## config.mk

```make
export PLATFORM = sky130hd
export DESIGN_NAME = token_scanner
export DESIGN_NICKNAME = d
export VERILOG_FILES = /design/src/hw/rtl/tsc_pkg.sv /design/src/hw/rtl/token_scanner.sv
export SDC_FILE = /design/constraint.sdc
export NUM_CORES = 1
export LEC_CHECK = 0
export BUFFER_PORTS_ARGS = -buffer_cell sky130_fd_sc_hd__buf_2
export CORE_UTILIZATION = 58
export CTS_CLUSTER_DIAMETER = 200
export DETAILED_ROUTE_END_ITERATION = 8
export GPL_TIMING_DRIVEN = 0
export PLACE_DENSITY = 0.87
export SYNTH_ARGS = -nofsm -noshare
export SYNTH_HDL_FRONTEND = slang
export SYNTH_SLANG_ARGS = --single-unit
```

## constraint.sdc

```tcl
create_clock -name clk -period 7.1 [get_ports clk]
set_input_delay 0.355 -clock clk [delete_from_list [all_inputs] [get_ports clk]]
set_output_delay 0.355 -clock clk [all_outputs]
set_load 0.05 [all_outputs]
```

## src/hw/rtl/tsc_pkg.sv

```systemverilog
// Shared types and token codes for the token scanner.
// No dependencies; imported by token_scanner.
package tsc_pkg;

    // Token kind codes carried in the result
    localparam logic [2:0] KIND_SEP   = 3'd0;
    localparam logic [2:0] KIND_IDENT = 3'd1;
    localparam logic [2:0] KIND_NUM   = 3'd2;
    localparam logic [2:0] KIND_OP    = 3'd3;
    localparam logic [2:0] KIND_ERR   = 3'd4;
    localparam logic [2:0] KIND_END   = 3'd5;

    // Input transaction: one source byte or the end marker
    typedef struct packed {
        logic [7:0] byte_in;
        logic       at_end;
    } scan_in_t;

    // Output transaction: one kept byte with its classification
    typedef struct packed {
        logic [7:0] char_out;
        logic [2:0] token_kind;
        logic       starts_token;
    } scan_out_t;

endpackage

```

## src/hw/rtl/token_scanner.sv

```systemverilog
// Streaming lexical scanner: classifies source bytes into token kinds.
// Depends on tsc_pkg for payload types and token kind codes.
//
// Usage: feed one source byte per input transaction, or a transaction with
// at_end set to close the stream. Each byte other than blank, tab, form
// feed, return and vertical tab comes back once, tagged with its token kind
// and a start-of-token flag; the end marker comes back as an end token with
// char_out zero. Whitespace produces no output. The block takes one
// transaction per cycle unless a held result stalls it; a byte is latched
// in an input register, classified combinationally from it and loaded into
// the result register when it advances, and the result is offered from there.
// The two-bit scan mode register is read and updated once per byte.
module token_scanner
    import tsc_pkg::*;
(
    input  logic      clk,
    input  logic      rst_n,
    input  logic      in_valid,
    output logic      in_ready,
    input  scan_in_t  in_data,
    output logic      out_valid,
    input  logic      out_ready,
    output scan_out_t out_data
);

    typedef enum logic [1:0] {
        MODE_IDLE  = 2'd0,
        MODE_IDENT = 2'd1,
        MODE_NUM   = 2'd2,
        MODE_OPEQ  = 2'd3
    } scan_mode_t;

    // Character class helpers
    function automatic logic is_blank(input logic [7:0] c);
        return c == 8'h20 || c == 8'h0C || c == 8'h0D || c == 8'h09 || c == 8'h0B;
    endfunction

    function automatic logic is_digit(input logic [7:0] c);
        return c >= "0" && c <= "9";
    endfunction

    function automatic logic ident_head(input logic [7:0] c);
        return (c >= "A" && c <= "Z") || (c >= "a" && c <= "z") ||
               c == "_" || c == "$";
    endfunction

    function automatic logic num_head(input logic [7:0] c);
        return is_digit(c) || c == "+" || c == "-" || c == ".";
    endfunction

    function automatic logic num_tail(input logic [7:0] c);
        return num_head(c) || c == "_" || c == "e" || c == "E";
    endfunction

    function automatic logic op_extendable(input logic [7:0] c);
        return c == "=" || c == "!" || c == "<" || c == ">";
    endfunction

    function automatic logic op_single(input logic [7:0] c);
        return c == "*" || c == "/" || c == "%" || c == ":" || c == ",";
    endfunction

    scan_in_t   in_reg;
    logic       in_valid_reg;
    scan_out_t  out_reg;
    logic       out_valid_reg;
    scan_mode_t mode_reg;
    scan_mode_t mode_next;

    scan_out_t  result;
    logic       emit;
    logic       advance;
    logic [7:0] c;

    assign c = in_reg.byte_in;

    // Classify the held byte against the current scan mode
    always_comb
    begin
        result.char_out     = c;
        result.token_kind   = KIND_ERR;
        result.starts_token = 1'b1;
        emit                = 1'b1;
        mode_next           = MODE_IDLE;
        if (in_reg.at_end)
        begin
            result.char_out   = 8'd0;
            result.token_kind = KIND_END;
        end
        else if (is_blank(c))
        begin
            emit = 1'b0;
        end
        else if (mode_reg == MODE_IDENT && (ident_head(c) || is_digit(c)))
        begin
            result.token_kind   = KIND_IDENT;
            result.starts_token = 1'b0;
            mode_next           = MODE_IDENT;
        end
        else if (mode_reg == MODE_NUM && num_tail(c))
        begin
            result.token_kind   = KIND_NUM;
            result.starts_token = 1'b0;
            mode_next           = MODE_NUM;
        end
        else if (mode_reg == MODE_OPEQ && c == "=")
        begin
            result.token_kind   = KIND_OP;
            result.starts_token = 1'b0;
        end
        else if (c == ";" || c == 8'h0A)
        begin
            result.token_kind = KIND_SEP;
        end
        else if (ident_head(c))
        begin
            result.token_kind = KIND_IDENT;
            mode_next         = MODE_IDENT;
        end
        else if (num_head(c))
        begin
            result.token_kind = KIND_NUM;
            mode_next         = MODE_NUM;
        end
        else if (op_extendable(c))
        begin
            result.token_kind = KIND_OP;
            mode_next         = MODE_OPEQ;
        end
        else if (op_single(c))
        begin
            result.token_kind = KIND_OP;
        end
    end

    // Advance the held byte when the result slot frees up or nothing is emitted
    assign advance  = in_valid_reg && (!emit || !out_valid_reg || out_ready);
    assign in_ready = !in_valid_reg || advance;

    // Hold the input transaction, scan mode and result
    always_ff @(posedge clk or negedge rst_n)
    begin
        if (!rst_n)
        begin
            in_valid_reg  <= 1'b0;
            out_valid_reg <= 1'b0;
            mode_reg      <= MODE_IDLE;
        end
        else
        begin
            if (in_ready)
            begin
                in_valid_reg <= in_valid;
            end
            if (advance)
            begin
                mode_reg <= mode_next;
            end
            if (advance && emit)
            begin
                out_valid_reg <= 1'b1;
            end
            else if (out_ready)
            begin
                out_valid_reg <= 1'b0;
            end
        end
    end

    // Load payload registers
    always_ff @(posedge clk)
    begin
        if (in_ready && in_valid)
        begin
            in_reg <= in_data;
        end
        if (advance && emit)
        begin
            out_reg <= result;
        end
    end

    assign out_valid = out_valid_reg;
    assign out_data  = out_reg;

endmodule

```

==> results of run 1 <==
-- layout make-up --
cell class	count	area share, %
repair buffers	27	8.70
multi-input cells	90	39.1
inverters	1	0.233
clock buffers	4	1.63
plain buffers	7	2.80
well taps	28	2.18
flip-flops and latches	25	45.4
-- metrics by stage --
stage | std cells | util (%) | setup slack, ns | area [um^2]
6_report | 182 | 71.4 | 4.31 | 1610
3_5_place_dp | 177 | 69.8 | 4.33 | 1570
5_1_grt | 182 | 71.4 | 4.06 | 1610
4_1_cts | 182 | 71.4 | 4.32 | 1610
3_3_place_gp | 177 | 69.8 | 4.37 | 1570
2_1_floorplan | 123 | - | 4.51 | 1410
-- where the power goes --
part	switching, W	internal [W]	leakage (nW)
Sequential	0.00000811	0.000172	0.248
Combinational	0.0000488	0.0000229	0.335
Clock	0.0000404	0.0000220	0.0150
-- worst paths after layout --
check / startpoint / to
max: c[1] / out_data[4]
min: in_data[8] / c[7]
max reg2reg: c[1] / out_data[4]
min reg2reg: in_valid_reg / out_valid
max in group asynchronous: rst_n / mode_reg[1]
min in group asynchronous: rst_n / mode_reg[0]
-- cells by family after synthesis --
logic type / count (synthesis) / synth area share (%)
and+or+nand+nor: 55 / 23.1
DFF: 25 / 51.9
buffers and inverters: 8 / 3.46
xor gates and xnor gates: 1 / 0.622
AOI/OAI and AO/OA: 34 / 21.0
-- layout by cell type, fill, tap and decap left out, types with 2 or more instances in the layout --
cell type / n
edfxtp_1: 21
nor2b_1: 12
buf_2: 29
a22oi_2: 2
nand3_1: 4
nor2_1: 5
or3_1: 2
nand2_1: 11
a21oi_1: 6
or4_1: 2
buf_4: 2
o21ai_0: 5
a22o_1: 3
a21o_1: 2
o31ai_1: 2
nand4b_1: 2
dfrtp_1: 4
nor3b_1: 2
clkbuf_4: 3
nand2b_1: 8
-- per-layer routing --
layer  up-vias  global-route usage (%)  part of all wire (%)
met1       497                    25.8                    42
li1        527                       -                     -
met5         -                       0                     0
met4         0                    12.2                   2.2
met3         8                    3.87                   5.5
met2        47                    38.2                    51
==> qor.csv, run 1 <==
stage;metric;value;unit
status;run status;finished clean;
finish;diode count;0;
synthesis;register area share after synthesis;51.9;%
synthesis;top post-synthesis cells by area;edfxtp_1 (45%), dfrtp_1 (7.1%), nor2b_1 (5.3%);
finish;max reg flops;12;
finish;Area Growth Syn to Fin;14.3;%
global_routing;first-pass GRT wire length;4120;um
synthesis;count leader, synth;edfxtp_1;
clock_tree;post-CTS setup buffers;0;
finish;Reg area;731;um^2
critical_path;Reg2Reg Setup Slack;4.31;ns
detailed_routing;DRT iter0 DRCs;39;
clock_tree;deepest clock path buffer count;2;
synthesis;post-synthesis async set-or-reset flop share;16.0;%
finish;post-layout net count;168;
sta;skew final;0.00202;ns
synthesis;top-area cell type share of the netlist area;44.8;%
synthesis;Yosys top cell by area;edfxtp_1;
finish;area of the multi-input gates;629;um^2
global_routing;Tot GR Track Use;22.1;%
clock_tree;TritonCTS Buffers;3;
sta;Final period util;39.3;%
critical_path;Crit path largest cell delay;0.82;ns
critical_path;Register-to-Register Path Depth;6;
critical_path;WP buf/inv;1;
detailed_routing;WL/cell;14.6;um
synthesis;Synth warnings;0;
synthesis;Yosys reg bits;25;
critical_path;delay-heaviest family, CP;simple AND/OR/NAND/NOR gates;
detailed_routing;post-DR vias/cell;5.93;
global_routing;vias in the first global route;974;
critical_path;Stages on worst setup path;6;
synthesis;post-synth cell types;44;
power_and_ir_drop;peak supply drop;0.136;mV
synthesis;Avg Cell Area, Syn;11.5;um^2
sta;# setup viols final;0;
sta;Achievable Freq;0.359;GHz
detailed_routing;Via Count;1079;
synthesis;leading cell types by count after synthesis;edfxtp_1 (21), nor2b_1 (12), nand2_1 (11), nand2b_1 (8), a21oi_1 (6);
finish;Fillers;180;
critical_path;Worst EP arrival;2.74;ns
die;die area;0.00263;mm^2
die;# IOs;27;
global_routing;pin count of the biggest net entering global routing;14;
power_and_ir_drop;Pwr Density;195;mW/mm^2
sta;Worst-Margin Slew;1.01;ns
synthesis;Post-synth EDFFs;21;
critical_path;startpoint types;register;
die;die width;51.3;um
critical_path;Setup CP Type;reg -> reg;
sta;Final Max Tran Viols;0;
clock_tree;CTS hold repair buffers;1;
critical_path;Critical Path, Cell by Cell;buf_4 > nor3_4 > nand3_1 > a2111oi_4 > a22oi_2 > nor2b_1;
critical_path;Worst setup EP type;register;
synthesis;Synth Instances;123;
critical_path;slowest CP cell;nor2b_1;
placed_design;global placement routability congestion;0.843;
clock_tree;clk_lat worst skew;0.31;ns
detailed_routing;drt first pass iters;7;
critical_path;Critical Path RT;7.05;ns
synthesis;synthesized net count;136;
power_and_ir_drop;Total Power;0.000314;W
clock_tree;Clock transition at path regs;0.13;ns
hold_path;HP Class;in -> reg;
synthesis;prevailing post-synth register cell;edfxtp_1;
finish;share of cells above drive strength 1;29.9;%
sta;RSZ-0062 raised after global routing;no;
clock_tree;root buffer cell;clkbuf_4;
sta;sum of negative setup slack;0;ns
die;Starting Density;62.5;%
global_routing;antenna violations before repair;0;
detailed_routing;Routed WL;2650;um
sta;hold slack final;0.204;ns
die;die height;51.3;um
detailed_routing;Routed Antenna Nets;0;
global_routing;Remaining Overflow, GRT;0;
die;total core area;0.00225;mm^2
sta;Final Hold Viols;0;
critical_path;peak fanout along the critical path;12;
synthesis;synthesized area;0.00141;mm^2
clock_tree;clock sink total;25;
clock_tree;post-CTS sizing;0;
power_and_ir_drop;Leakage;0.598;nW
placed_design;Port Buffer Count;26;
placed_design;detailed placer's ending HPWL;1980;um
die;row count;17;
detailed_routing;DRC Markers;0;
clock_tree;CTS tree;built;
sta;Slew HR;32.3;%
clock_tree;CTS H-Tree Depth;1;
hold_path;hold path depth;1;
job;maxcap violations;0;
sta;Period minus WS final;2.79;ns
Note: power is estimated with default switching activity, not from simulation.
==> run 2, diff against run 1 <==
- CORE_UTILIZATION: 58 -> 49
- PLACE_DENSITY: 0.87 -> 0.79
- clock period: 7.1 -> 2.3 ns (I/O delays scaled with it)
==> run 2 against run 1 <==
  * Worst setup slack worse by 4.3 ns
  * Highest routed layer unchanged
  * Register-to-register slack worse by 4.2 ns
  * Via count is 7.0% higher
  * Critical path depth stayed put
  * Critical path type is now reg -> out
==> qor.csv, run 2 (synthesized netlist as in run 1, its figures left out) <==
stage;metric;value;unit;change
placed_design;global placement routability congestion;0.906;;was 0.843
finish;Fillers;187;;was 180
critical_path;Worst setup EP type;output port;;was register
global_routing;pin count of the biggest net entering global routing;15;;was 14
power_and_ir_drop;peak supply drop;0.506;mV;was 0.136 mV
critical_path;startpoint types;register;;unchanged
status;run status;finished clean;;unchanged
finish;diode count;0;;unchanged
clock_tree;deepest clock path buffer count;2;;unchanged
sta;Achievable Freq;0.439;GHz;
detailed_routing;WL/cell;13.8;um;was 14.6 um
power_and_ir_drop;Total Power;0.00101;W;was 0.000314 W
sta;# setup viols final;0;;unchanged
die;die width;55.6;um;was 51.3 um
die;total core area;0.00273;mm^2;was 0.00225 mm^2
sta;Final Max Tran Viols;0;;unchanged
hold_path;HP Class;in -> reg;;unchanged
finish;Area Growth Syn to Fin;30.3;%;was 14.3%
sta;Slew HR;72.3;%;was 32.3%
clock_tree;TritonCTS Buffers;3;;unchanged
sta;Final Hold Viols;0;;unchanged
clock_tree;Clock transition at path regs;0.13;ns;about the same
detailed_routing;drt first pass iters;4;;was 7
global_routing;Remaining Overflow, GRT;0;;unchanged
clock_tree;CTS tree;built;;unchanged
clock_tree;root buffer cell;clkbuf_4;;unchanged
critical_path;Setup CP Type;reg -> out;;was reg -> reg
finish;Reg area;731;um^2;unchanged
die;Starting Density;51.5;%;was 62.5%
detailed_routing;Routed WL;2830;um;was 2650 um
clock_tree;clk_lat worst skew;0.32;ns;was 0.31 ns
detailed_routing;DRC Markers;0;;unchanged
detailed_routing;post-DR vias/cell;5.63;;was 5.93
detailed_routing;DRT iter0 DRCs;24;;was 39
critical_path;Worst EP arrival;2.16;ns;was 2.74 ns
sta;Worst-Margin Slew;0.405;ns;was 1.01 ns
sta;Final period util;99.1;%;
critical_path;Critical Path RT;2.18;ns;was 7.05 ns
detailed_routing;Routed Antenna Nets;0;;unchanged
global_routing;antenna violations before repair;0;;unchanged
power_and_ir_drop;Leakage;0.717;nW;was 0.598 nW
sta;sum of negative setup slack;0;ns;unchanged
finish;post-layout net count;188;;was 168
sta;RSZ-0062 raised after global routing;yes;;was no
placed_design;Port Buffer Count;26;;unchanged
detailed_routing;Via Count;1154;;was 1079
critical_path;peak fanout along the critical path;6;;was 12
finish;max reg flops;12;;unchanged
finish;most frequent cells in the layout;buf_2 (28), edfxtp_1 (21), nand2_1 (11), dlygate4sd3_1 (11), nor2b_1 (10);;was buf_2 (29), edfxtp_1 (21), nor2b_1 (12)
placed_design;detailed placer's ending HPWL;1940;um;was 1980 um
die;row count;19;;was 17
finish;share of cells above drive strength 1;35.6;%;was 29.9%
die;# IOs;27;;unchanged
clock_tree;clock sink total;25;;unchanged
power_and_ir_drop;Pwr Density;549;mW/mm^2;was 195 mW/mm^2
sta;skew final;0.00580;ns;was 0.00202 ns
finish;area of the multi-input gates;648;um^2;was 629 um^2
global_routing;vias in the first global route;1074;;was 974
job;maxcap violations;0;;unchanged
critical_path;slowest CP cell;edfxtp_1;;was nor2b_1
die;die height;55.6;um;was 51.3 um
critical_path;Crit path largest cell delay;0.51;ns;was 0.82 ns
global_routing;first-pass GRT wire length;4670;um;was 4120 um
sta;Period minus WS final;2.28;ns;
die;die area;0.00309;mm^2;was 0.00263 mm^2
sta;hold slack final;0.0871;ns;was 0.204 ns
finish;commonest non-fill, non-tap cell in the layout;buf_2;;unchanged
global_routing;Tot GR Track Use;19.3;%;was 22.1%
critical_path;Critical Path, Cell by Cell;nor2b_1 > o21ai_2 > a2111oi_4 > nand2b_1 > nand4b_1 > buf_6;;was buf_4 > nor3_4 > nand3_1 > a2111oi_4 > a22oi_2 > nor2b_1
clock_tree;CTS H-Tree Depth;1;;unchanged
[run 2: changes by cell type in the layout (fill, tap and decap cells not counted), sizes merged]
| cell | before | now |
|---|---|---|
| buf | 33 | 43 |
| clkbuf | 4 | 3 |
| clkinv | 0 | 1 |
| dlygate4sd3 | 1 | 11 |
[run 2: metal layers]
| metal | global-route usage [%] | vias up | wire length [um] | part of all wire [%] |
|---|---|---|---|---|
| li1 | - | 569 | - | - |
| met1 | 22.5 | 528 | 1190 | 42 |
| met2 | 34.4 | 47 | 1420 | 50 |
| met3 | 2.33 | 10 | 115 | 4.1 |
| met4 | 10.4 | 0 | 99 | 3.5 |
| met5 | 0 | - | 0 | 0 |
[run 2: power by group]
part / total [W] / leakage (nW) / switching [W] / internal, W
sequential: 0.000555 / 0.248 / 0.0000237 / 0.000531
clock: 0.000193 / 0.0177 / 0.000127 / 0.0000652
combinational: 0.000261 / 0.451 / 0.000159 / 0.000102
[run 2: worst paths after layout]
| check | start | endpoint | slack [ns] | depth (start not counted) |
|---|---|---|---|---|
| max | c[3] | in_ready | 0.02 | 6 |
| max in group asynchronous | rst_n | mode_reg[0] | 2.02 | 2 |
| min | out_ready | out_valid | 0.09 | 3 |
| max reg2reg | c[2] | out_data[1] | 0.07 | 8 |
| min in group asynchronous | rst_n | in_valid_reg | 0.16 | 2 |
| min reg2reg | in_valid_reg | out_valid | 0.56 | 2 |
[run 2: layout make-up]
| type | instances | area share [%] |
|---|---|---|
| multi-input combinational | 90 | 35.3 |
| inverter | 1 | 0.204 |
| sequential | 25 | 39.8 |
| clock inverter | 1 | 0.273 |
| buffer | 7 | 2.66 |
| timing repair buffer | 47 | 18.4 |
| clock buffer | 3 | 1.23 |
| tap | 31 | 2.11 |
[run 2: worst max-delay path, delay by kind of cell (launching register included)]
kind                   cells  cell delay [ns]
buffers and inverters      1             0.19
AOI/OAI and AO/OA          2             0.55
DFF                        1             0.51
and+or+nand+nor            3             0.60
[run 2: timing repair]
item / CTS / global route
hold buffers: 11 / 0
pin swaps: 1 / 4
gates resized for setup: 2 / 4
buffers inserted: 2 / 8
setup endpoints to repair: 22 / 22
endpoints found under the hold margin: 14 / 0
[run 2: through the flow]
| step | worst slack, ns | std cells | cell area [um^2] | util [%] |
|---|---|---|---|---|
| after floorplan | -0.156 | 123 | 1420 | - |
| after global placement | -0.114 | 180 | 1590 | 58.2 |
| after detailed placement | -0.194 | 180 | 1590 | 58.2 |
| after CTS | -0.145 | 197 | 1750 | 64.1 |
| after global routing | -0.144 | 205 | 1840 | 67.1 |
| final | 0.0207 | 205 | 1840 | 67.1 |
